[config.mk]
export PLATFORM = sky130hd
export DESIGN_NAME = aqz_back
export DESIGN_NICKNAME = d
export VERILOG_FILES = /design/src/sv/aqz_pkg.sv /design/src/sv/aqz_back.sv
export SDC_FILE = /design/constraint.sdc
export NUM_CORES = 2
export LEC_CHECK = 0
export BUFFER_PORTS_ARGS = -buffer_cell sky130_fd_sc_hd__buf_2
export CAP_MARGIN = 40
export CORE_ASPECT_RATIO = 0.8
export CORE_MARGIN = 10
export CORE_UTILIZATION = 60
export CTS_BUF_LIST = sky130_fd_sc_hd__clkbuf_4 sky130_fd_sc_hd__clkbuf_8
export DETAILED_ROUTE_END_ITERATION = 10
export MAX_ROUTING_LAYER = met4
export PLACE_DENSITY = 0.8
export SKIP_CTS_REPAIR_TIMING = 1
export SLEW_MARGIN = 20
export SYNTH_ARGS = -nofsm -noshare
export SYNTH_HDL_FRONTEND = slang
export SYNTH_SLANG_ARGS = --single-unit
[constraint.sdc]
create_clock -name clk -period 6.55 [get_ports clk]
set_clock_uncertainty 0.15 [all_clocks]
set_input_delay 1.31 -clock clk [delete_from_list [all_inputs] [get_ports clk]]
set_output_delay 1.31 -clock clk [all_outputs]
set_load 0.01 [all_outputs]
[src/sv/aqz_pkg.sv]
`timescale 1ns / 1ps
// aqz_pkg: shared types, constants and helpers of the absmax int8 quantiser
// used by every module of the block but aqz_ram; depends on nothing

package aqz_pkg;

    localparam int SAMPLE_WIDTH  = 24;
    localparam int DEPTH_DEFAULT = 64;
    localparam int CNT_W         = 7;                 // holds a tensor length up to 64
    localparam int CODE_W        = 8;
    localparam int SCALE_BITS    = 7;                 // 127 = 2^7 - 1
    localparam int CODE_MAX      = (1 << SCALE_BITS) - 1;
    localparam int RECIP_W       = SAMPLE_WIDTH + SCALE_BITS;
    localparam int JOB_SLOTS     = 2;                 // one per buffer bank

    typedef struct packed {
        logic signed [SAMPLE_WIDTH-1:0] sample;
        logic                           final_req;
    } item_t;

    typedef struct packed {
        logic signed [CODE_W-1:0]  quantized;
        logic [SAMPLE_WIDTH-1:0]   max_abs;
        logic                      overflowed;
        logic                      end_of_run;
    } result_t;

    // one loaded tensor waiting for the back end
    typedef struct packed {
        logic [CNT_W-1:0]          count;
        logic [SAMPLE_WIDTH-1:0]   max_abs;
        logic                      overflowed;
        logic                      bank;
    } job_t;

    typedef enum logic [1:0] {
        BK_IDLE,
        BK_RECIP,
        BK_STREAM
    } bk_state_t;

    // magnitude of a two's complement sample, most negative value included
    function automatic logic [SAMPLE_WIDTH-1:0] sample_mag(input logic [SAMPLE_WIDTH-1:0] raw);
        logic [SAMPLE_WIDTH-1:0] mag;
        mag = raw[SAMPLE_WIDTH-1] ? (~raw + SAMPLE_WIDTH'(1)) : raw;
        return mag;
    endfunction

endpackage

[src/sv/aqz_back.sv]
`timescale 1ns / 1ps
// aqz_back: per tensor reciprocal divider, then a read and quantise pipeline
// depends on aqz_pkg

module aqz_back
    import aqz_pkg::*;
#(
    parameter int DEPTH = DEPTH_DEFAULT
) (
    input  logic                          clk,
    input  logic                          rst_n,
    input  logic                          job_valid,
    input  job_t                          job,
    output logic                          pop,
    output logic                          rd_en,
    output logic [$clog2(2*DEPTH)-1:0]    rd_addr,
    input  logic [SAMPLE_WIDTH-1:0]       rd_data,
    output logic                          result_strobe,
    output result_t                       result
);

    localparam int AW     = $clog2(2*DEPTH);
    localparam int IDX_W  = (DEPTH > 1) ? $clog2(DEPTH) : 1;
    localparam int DCNT_W = $clog2(RECIP_W);
    localparam int PROD_W = SAMPLE_WIDTH + RECIP_W;
    localparam int CHK_W  = SAMPLE_WIDTH + CODE_W;

    bk_state_t               state_reg, state_next;
    job_t                    job_reg, job_next;
    logic [IDX_W-1:0]        rd_idx_reg, rd_idx_next;
    logic [SAMPLE_WIDTH-1:0] rem_reg, rem_next;
    logic [RECIP_W-1:0]      quo_reg, quo_next;
    logic [DCNT_W-1:0]       dcnt_reg, dcnt_next;
    logic [RECIP_W-1:0]      recip_reg, recip_next;
    logic [SAMPLE_WIDTH-1:0] smax_reg, smax_next;
    logic                    sdrop_reg, sdrop_next;

    logic                    div_bit;
    logic [SAMPLE_WIDTH:0]   rem_shift;
    logic [SAMPLE_WIDTH:0]   rem_sub;
    logic                    take;
    logic                    last_rd;

    // pipeline
    logic                    v0_reg, l0_reg;
    logic                    va_reg, la_reg, neg_a_reg;
    logic [SAMPLE_WIDTH-1:0] mag_a_reg;
    logic                    vb_reg, lb_reg, neg_b_reg;
    logic [PROD_W-1:0]       prod_b_reg;
    logic [RECIP_W-1:0]      n127_b_reg;
    logic                    vc_reg, lc_reg, neg_c_reg;
    logic [CODE_W-1:0]       qest_c_reg;
    logic [CHK_W-1:0]        qm_c_reg;
    logic [RECIP_W-1:0]      n127_c_reg;
    logic                    strobe_reg;
    result_t                 result_reg;

    logic [CODE_W-1:0]       qest_b;
    logic [CHK_W-1:0]        rem_d;
    logic [CODE_W-1:0]       q_d;
    logic [CODE_W-1:0]       code_d;

    // restoring division of 127 * 2^W by maxabs, one quotient bit per cycle
    always_comb
    begin
        div_bit   = dcnt_reg < DCNT_W'(SCALE_BITS);
        rem_shift = {rem_reg, div_bit};
        rem_sub   = rem_shift - {1'b0, job_reg.max_abs};
        take      = rem_shift >= {1'b0, job_reg.max_abs};
        last_rd   = (CNT_W'(rd_idx_reg) + CNT_W'(1)) == job_reg.count;
        rd_addr   = AW'(rd_idx_reg) + (job_reg.bank ? AW'(DEPTH) : AW'(0));
    end

    always_comb
    begin
        state_next  = state_reg;
        job_next    = job_reg;
        rd_idx_next = rd_idx_reg;
        rem_next    = rem_reg;
        quo_next    = quo_reg;
        dcnt_next   = dcnt_reg;
        recip_next  = recip_reg;
        smax_next   = smax_reg;
        sdrop_next  = sdrop_reg;
        pop         = 1'b0;
        rd_en       = 1'b0;

        case (state_reg)
            BK_IDLE:
            begin
                if (job_valid)
                begin
                    job_next   = job;
                    rem_next   = '0;
                    quo_next   = '0;
                    dcnt_next  = '0;
                    state_next = BK_RECIP;
                end
            end
            BK_RECIP:
            begin
                rem_next  = take ? rem_sub[SAMPLE_WIDTH-1:0] : rem_shift[SAMPLE_WIDTH-1:0];
                quo_next  = {quo_reg[RECIP_W-2:0], take};
                dcnt_next = dcnt_reg + DCNT_W'(1);
                if (dcnt_reg == DCNT_W'(RECIP_W - 1))
                begin
                    recip_next  = {quo_reg[RECIP_W-2:0], take};
                    smax_next   = job_reg.max_abs;
                    sdrop_next  = job_reg.overflowed;
                    rd_idx_next = '0;
                    state_next  = BK_STREAM;
                end
            end
            BK_STREAM:
            begin
                rd_en       = 1'b1;
                rd_idx_next = rd_idx_reg + IDX_W'(1);
                if (last_rd)
                begin
                    // bank is free once its last entry has been read
                    pop        = 1'b1;
                    state_next = BK_IDLE;
                end
            end
            default:
            begin
                state_next = BK_IDLE;
            end
        endcase
    end

    // final stage: estimate is exact or one short, fix with a remainder check
    always_comb
    begin
        qest_b = prod_b_reg[SAMPLE_WIDTH + SCALE_BITS:SAMPLE_WIDTH];
        rem_d  = CHK_W'(n127_c_reg) - qm_c_reg;
        q_d    = qest_c_reg + ((rem_d >= CHK_W'(smax_reg)) ? CODE_W'(1) : CODE_W'(0));
        if (q_d > CODE_W'(CODE_MAX))
        begin
            q_d = CODE_W'(CODE_MAX);
        end
        code_d = neg_c_reg ? (~q_d + CODE_W'(1)) : q_d;
        if (smax_reg == '0)
        begin
            code_d = '0;
        end
    end

    always_ff @(posedge clk or negedge rst_n)
    begin
        if (!rst_n)
        begin
            state_reg  <= BK_IDLE;
            v0_reg     <= 1'b0;
            l0_reg     <= 1'b0;
            va_reg     <= 1'b0;
            la_reg     <= 1'b0;
            vb_reg     <= 1'b0;
            lb_reg     <= 1'b0;
            vc_reg     <= 1'b0;
            lc_reg     <= 1'b0;
            strobe_reg <= 1'b0;
        end
        else
        begin
            state_reg  <= state_next;
            v0_reg     <= rd_en;
            l0_reg     <= rd_en & last_rd;
            va_reg     <= v0_reg;
            la_reg     <= l0_reg;
            vb_reg     <= va_reg;
            lb_reg     <= la_reg;
            vc_reg     <= vb_reg;
            lc_reg     <= lb_reg;
            strobe_reg <= vc_reg;
        end
    end

    always_ff @(posedge clk)
    begin
        job_reg    <= job_next;
        rd_idx_reg <= rd_idx_next;
        rem_reg    <= rem_next;
        quo_reg    <= quo_next;
        dcnt_reg   <= dcnt_next;
        recip_reg  <= recip_next;
        smax_reg   <= smax_next;
        sdrop_reg  <= sdrop_next;

        mag_a_reg  <= sample_mag(rd_data);
        neg_a_reg  <= rd_data[SAMPLE_WIDTH-1];

        prod_b_reg <= PROD_W'(mag_a_reg) * PROD_W'(recip_reg);
        n127_b_reg <= (RECIP_W'(mag_a_reg) << SCALE_BITS) - RECIP_W'(mag_a_reg);
        neg_b_reg  <= neg_a_reg;

        qest_c_reg <= qest_b;
        qm_c_reg   <= CHK_W'(qest_b) * CHK_W'(smax_reg);
        n127_c_reg <= n127_b_reg;
        neg_c_reg  <= neg_b_reg;

        result_reg <= '{quantized: code_d, max_abs: smax_reg,
                        overflowed: sdrop_reg, end_of_run: lc_reg};
    end

    assign result_strobe = strobe_reg;
    assign result        = result_reg;

endmodule

After elaboration in Yosys (flattened, before gate mapping)
Index checks and enable logic that the tools add are counted.
{"block": "word_totals", "ff_bits": 360, "latchBits": 0, "mem_bits_rw": 0, "mem_bits_ro": 0, "output_inout_bits": 44, "memories": 0}
{"block": "classes", "n_addsub": 10, "multipliers": 2, "div_mod_pow": 0, "n_lt_le_gt_ge": 4, "eq_ne": 7, "n_shift": 0, "mux": 21, "bitwise": 3, "n_reduce_logical": 9}
{"cell": "$pmux 30 s2", "count": 1}
{"cell": "$mux 24", "count": 2}
{"cell": "$pmux 24 s2", "count": 1}
{"cell": "$ge 32x24->1", "count": 1}
{"cell": "$mul 24x31->32", "count": 1}
{"cell": "$mul 8x24->32", "count": 1}
{"cell": "$sub 31x32->32", "count": 1}
{"cell": "$sub 31x24->31", "count": 1}
{"cell": "$mux 30", "count": 1}
{"cell": "$ge 25x24->1", "count": 1}
{"cell": "$add 24x1->24 const B", "count": 1}
{"cell": "$logic_not 24->1", "count": 1}
{"cell": "$not 24->24", "count": 1}
{"cell": "$sub 24x24->24", "count": 1}
{"cell": "$mux 23", "count": 1}
{"cell": "$mux 8", "count": 2}
{"cell": "$pmux 6 s2", "count": 1}
{"cell": "$pmux 5 s2", "count": 1}
{"cell": "$add 8x1->8", "count": 1}
{"cell": "$add 8x1->8 const B", "count": 1}
{"cell": "$gt 8x7->1 const B", "count": 1}
{"cell": "$not 8->8", "count": 1}
{"cell": "$reduce_and 2->1", "count": 4}
{"cell": "$add 6x1->7 const B", "count": 1}
{"cell": "19 further kinds", "count": 27}

Depth between registers and ports, before layout
{"block": "depth", "depth_word": 9, "depth_mapped": 34, "mapped_depth_nobuf": 34}

Least setup slack after synthesis
No wires, ideal clock.
{"block": "synth_path", "path_type": "flip-flop to flip-flop", "startpoint": "reg mag_a_reg[3]", "endpoint": "reg prod_b_reg[31]", "setup_ns": 0.120, "arrival_time_ns": 6.666, "required_ns": 6.280, "setup_slack_ns": -0.386, "path_stages_with_launch": 27, "n_path_buf": 2, "path_cell_list": "dfxtp_1 > clkbuf_1 > buf_1 > nand2_1 > fa_1 > inv_1 > fa_1 > inv_1 > fa_1 > fa_1 > inv_1 > fa_1 > fa_1 > inv_1 > fa_1 > inv_1 > ha_1 > a21o_1 > a221oi_1 > o21ai_0 > a211oi_1 > o21ai_1 > o211ai_1 > a21oi_1 > a211o_1 > a21oi_1 > xnor2_1"}
{"block": "synth_between", "elab_chain_cells": 1}
{"element": "from (decl)", "line": "aqz_back.sv:47", "rtl": "logic [SAMPLE_WIDTH-1:0] mag_a_reg;"}
{"element": "from (signal assigned)", "line": "aqz_back.sv:190", "rtl": "mag_a_reg <= sample_mag(rd_data);"}
{"element": "$mul 24x31->32", "line": "aqz_back.sv:193", "rtl": "prod_b_reg <= PROD_W'(mag_a_reg) * PROD_W'(recip_reg);"}
{"element": "to (signal assigned)", "line": "aqz_back.sv:193"}
{"element": "to (decl)", "line": "aqz_back.sv:49", "rtl": "logic [PROD_W-1:0] prod_b_reg;"}
Every way passes these cells.
A chain may end at the register's enable or synchronous reset.

Worst setup path in the final report
{"block": "layout_path", "startpoint": "reg recip_reg[14]", "endpoint": "reg prod_b_reg[29]"}
{"block": "layout_between", "elab_chain_cells": 1}
{"element": "from (decl)", "line": "aqz_back.sv:34", "rtl": "logic [RECIP_W-1:0] recip_reg, recip_next;"}
{"element": "from (signal assigned)", "line": "aqz_back.sv:186", "rtl": "recip_reg <= recip_next;"}
{"element": "$mul 24x31->32", "line": "aqz_back.sv:193"}
Every way passes these cells.

==> out/summary.txt <==
SYNTH
------------------------------------------------------------------------------------
Synth Flop Type .......................................................      dfxtp_1
Unique cell type count in the Yosys netlist ...........................           65
Cells after synthesis .................................................         3504
Post-synthesis cell area ..............................................    34100 um2
Avg Cell Area, Syn ....................................................    9.733 um2
EDFF count, synth .....................................................          154
Portion of the post-synthesis area used by sequential elements ........       24.41%
Share of flip-flops with an asynchronous set or reset after synthesis .       3.274%
Yosys warning total ...................................................            0
Post-synthesis register bit count .....................................          336
Syn nets ..............................................................         4329

ROUTE
------------------------------------------------------------------------------------
Routed vias/inst ......................................................        5.440
Count of antenna-violating nets left after detailed routing ...........            0
Iteration-0 DRC count of the detailed router ..........................         2106
Total detailed-routing wirelength .....................................     83150 um
DRC Markers ...........................................................            0
DR vias ...............................................................        24470
DRT Pass-1 Iters ......................................................            6
Average routed wire per standard cell .................................     18.49 um

STATUS
------------------------------------------------------------------------------------
Violated checks ....................................................... setup timing
Status ................................................................ complete, but fails checks

CLOCK TREE
------------------------------------------------------------------------------------
Clock tree from TritonCTS .............................................         done
Buffers from clock root to sink, at most ..............................            3
Clock latency reported for the late side of the worst-skew pair .......      0.69 ns
Reg clk slew, reported paths ..........................................      0.07 ns
Number of buffers inserted during clock tree synthesis ................           54
Number of clock sinks .................................................          336
H-tree Lvls ...........................................................            2
Root buffer selected by CTS ...........................................     clkbuf_8

TIMING
------------------------------------------------------------------------------------
Setup repair after global routing missed its margin ...................         true
Transition time at the pin with the least slew margin .................    0.8436 ns
Max-slew violation count ..............................................            0
Total of endpoints with negative setup slack in the final report ......            7
Rel. slew slack .......................................................       43.69%
Share of the clock period used by the worst path after layout .........       105.5%
Final Worst Setup Slack ...............................................   -0.3578 ns
Time the final worst path needs with I/O delays and setup .............     6.908 ns
Achievable Freq .......................................................    144.8 MHz
Hold WS ...............................................................    0.1647 ns
Total count of hold-check failures in the final report ................            0

GRT
------------------------------------------------------------------------------------
Tot GR Track Use ......................................................       26.18%
Vias in the first global route ........................................        25320
Maximum number of pins on one net before global-route repair ..........           60
Antenna violations before repair ......................................            4
First-pass GRT wire length ............................................    134400 um
GR Overflow Total .....................................................            0

PLACED DESIGN
------------------------------------------------------------------------------------
Cell count after placement ............................................         4371
Placer's final routability congestion estimate ........................       0.9439
Port Buf Inserts ......................................................          103
Hpwl dp ...............................................................     66440 um

CRITICAL PATH
------------------------------------------------------------------------------------
Kind of capture point of the worst setup path .........................         flop
Count of buffer and inverter cells on the critical path ...............            6
Dominant delay contributor by cell family on the critical path ........  adder cells
Cell Chain, Critical Path ............................................. and2_4 > fa_1 > fa_1 > inv_1 > fa_1 > fa_1 > inv_1 > fa_1 > fa_1 > inv_1 > fa_1 > inv_2 > ha_4 > and3_4 > buf_4 > nand4_1 > or3_4 > o21ai_4 > o211ai_1 > buf_4 > a21oi_4 > a21o_1 > a21oi_2 > xnor2_1
Number of logic stages on the critical path including buffering .......           24
Max FO, Critical Path .................................................            7
Most common cell on crit path .........................................         fa_1
Kind of start point of the critical path ..............................         flop
Type of the worst setup path .......................................... flop to flop
Slowest cell on crit path .............................................         fa_1
Required @ worst endpoint .............................................      6.95 ns
Arrival @ worst endpoint ..............................................      7.31 ns
Count of cells along the worst register-to-register path ..............           24
Biggest cell delay along the critical path ............................      0.53 ns

FINAL LAYOUT
------------------------------------------------------------------------------------
Largest register FFs ..................................................           34
Area growth, synth to finish ..........................................       11.59%
Number of fill cells in the layout ....................................         4142
Final net count .......................................................         4511
Share of layout cells above drive strength 1 ..........................       11.71%
Non-filler instance count after layout ................................         4498

FLOORPLANNING
------------------------------------------------------------------------------------
Die Y .................................................................     233.2 um
Die boundary width ....................................................     286.5 um
Number of rows in the core area .......................................           78
Core Box Area .........................................................    56510 um2
Overall die area ......................................................    66830 um2
Number of ports placed on the die boundary ............................          104
Initial core utilization ..............................................       60.35%

HOLD PATH
------------------------------------------------------------------------------------
Worst hold stages .....................................................            0
Class of the tightest hold or removal check ........................... flop to flop

FLOW RUN
------------------------------------------------------------------------------------
Number of max-capacitance violations reported .........................            0

==> worst register-to-register path, stage by stage, from the launching register on <==
cell and delay, ns:
edfxtp_1 0.52, and2_4 0.23, fa_1 0.50, fa_1 0.53, inv_1 0.07, fa_1 0.49, fa_1 0.53, inv_1 0.06
fa_1 0.49, fa_1 0.49, inv_1 0.05, fa_1 0.50, inv_2 0.05, ha_4 0.27, and3_4 0.18, buf_4 0.11
nand4_1 0.11, or3_4 0.36, o21ai_4 0.23, o211ai_1 0.13, buf_4 0.18, a21oi_4 0.18, a21o_1 0.21, a21oi_2 0.08
xnor2_1 0.12
==> Yosys cell counts (all sizes together), types with 3 or more instances <==
library cell	number	area share (%)
a2111oi	5	0.15
a211o	4	0.10
a211oi	12	0.28
a21boi	3	0.066
a21o	41	0.90
a21oi	86	1.3
a311oi	3	0.077
a31oi	9	0.17
and2	333	6.1
and3	17	0.31
and4	3	0.077
buf	6	0.084
clkbuf	137	1.5
dfrtp	11	0.81
dfxtp	171	10
edfxtp	154	14
fa	522	31
ha	243	8.9
inv	667	7.3
mux2i	21	0.62
nand2	441	4.9
nand2b	21	0.39
nand3	31	0.45
nand3b	5	0.11
nand4	13	0.24
nor2	110	1.2
nor2b	20	0.37
nor3	25	0.37
nor4	15	0.28
o2111ai	3	0.077
o211ai	9	0.20
o21a	26	0.58
o21ai	63	0.92
o21bai	12	0.26
o31ai	14	0.35
o41ai	9	0.29
or2	7	0.13
or3	11	0.20
or4	5	0.12
xnor2	153	3.9
xor2	44	1.1
==> cell families (layout without fill, tap and decap cells) <==
kind of cell               count (synthesis)  after routing  synth area share, %
and+or+nand+nor                         1062           1062                15.34
other                                      0              6                    0
buffers and inverters                    810           1038                8.934
AOI/OAI and AO/OA                        313            313                6.083
DFF                                      336            336                24.41
xor gates and xnor gates                 197            197                5.059
muxes                                     21             21               0.6164
adders and majority gates                765            765                39.56
==> per-layer routing <==
metal	routed length (um)	part of all wire [%]	GRT usage, %	up-vias
li1	-	-	-	11190
met1	36360	44	36.26	12040
met2	34000	41	36.03	1126
met3	11440	14	10.60	108
met4	1353	1.6	4.699	0
met5	0	0	-	-
==> area by class of cell <==
class	instances	area, um2	area share, %
Clock buffer	76	989.7	2.601
Tap cell	760	950.9	2.499
Timing Repair Buffer	269	1973	5.185
Antenna cell	6	15.01	0.03945
Inverter	667	2504	6.579
Sequential cell	336	8330	21.89
Clock inverter	26	342.8	0.9009
Multi-Input combinational cell	2358	22950	60.31
==> per-stage QoR <==
stage               setup slack [ns]  area [um2]  utilization (%)  TNS [ns]
finish                       -0.3578       38060            67.35    -1.999
global route                 -0.5908       38050            67.34    -3.222
CTS                          -0.5927       37660            66.65    -3.016
detailed placement           -0.5585       36330            64.29    -2.662
global placement             -0.5003       36280            64.20    -2.318
floorplan                    0.01578       34260                -         0
==> final timing paths <==
path,slack [ns],startpoint,end
max reg2reg,-0.36,recip_reg[14],prod_b_reg[29]
min,0.16,n127_b_reg[9],n127_c_reg[9]
max,-0.36,recip_reg[14],prod_b_reg[29]
max in group asynchronous,5.72,rst_n,result_strobe
min in group asynchronous,0.33,rst_n,l0_reg
min reg2reg,0.16,n127_b_reg[9],n127_c_reg[9]
==> cells in the final DEF, fill, tap and decap left out, drive strengths merged, types with 86 or more instances in the layout <==
cell	synthesis	routed
inv	667	670
fa	522	522
nand2	441	441
and2	333	333
buf	6	268
ha	243	243
dfxtp	171	171
edfxtp	154	154
xnor2	153	153
nor2	110	110
a21oi	86	86
Power is not shown: default switching activity piles up to over one toggle a cycle in this logic, so the estimate is an artifact.
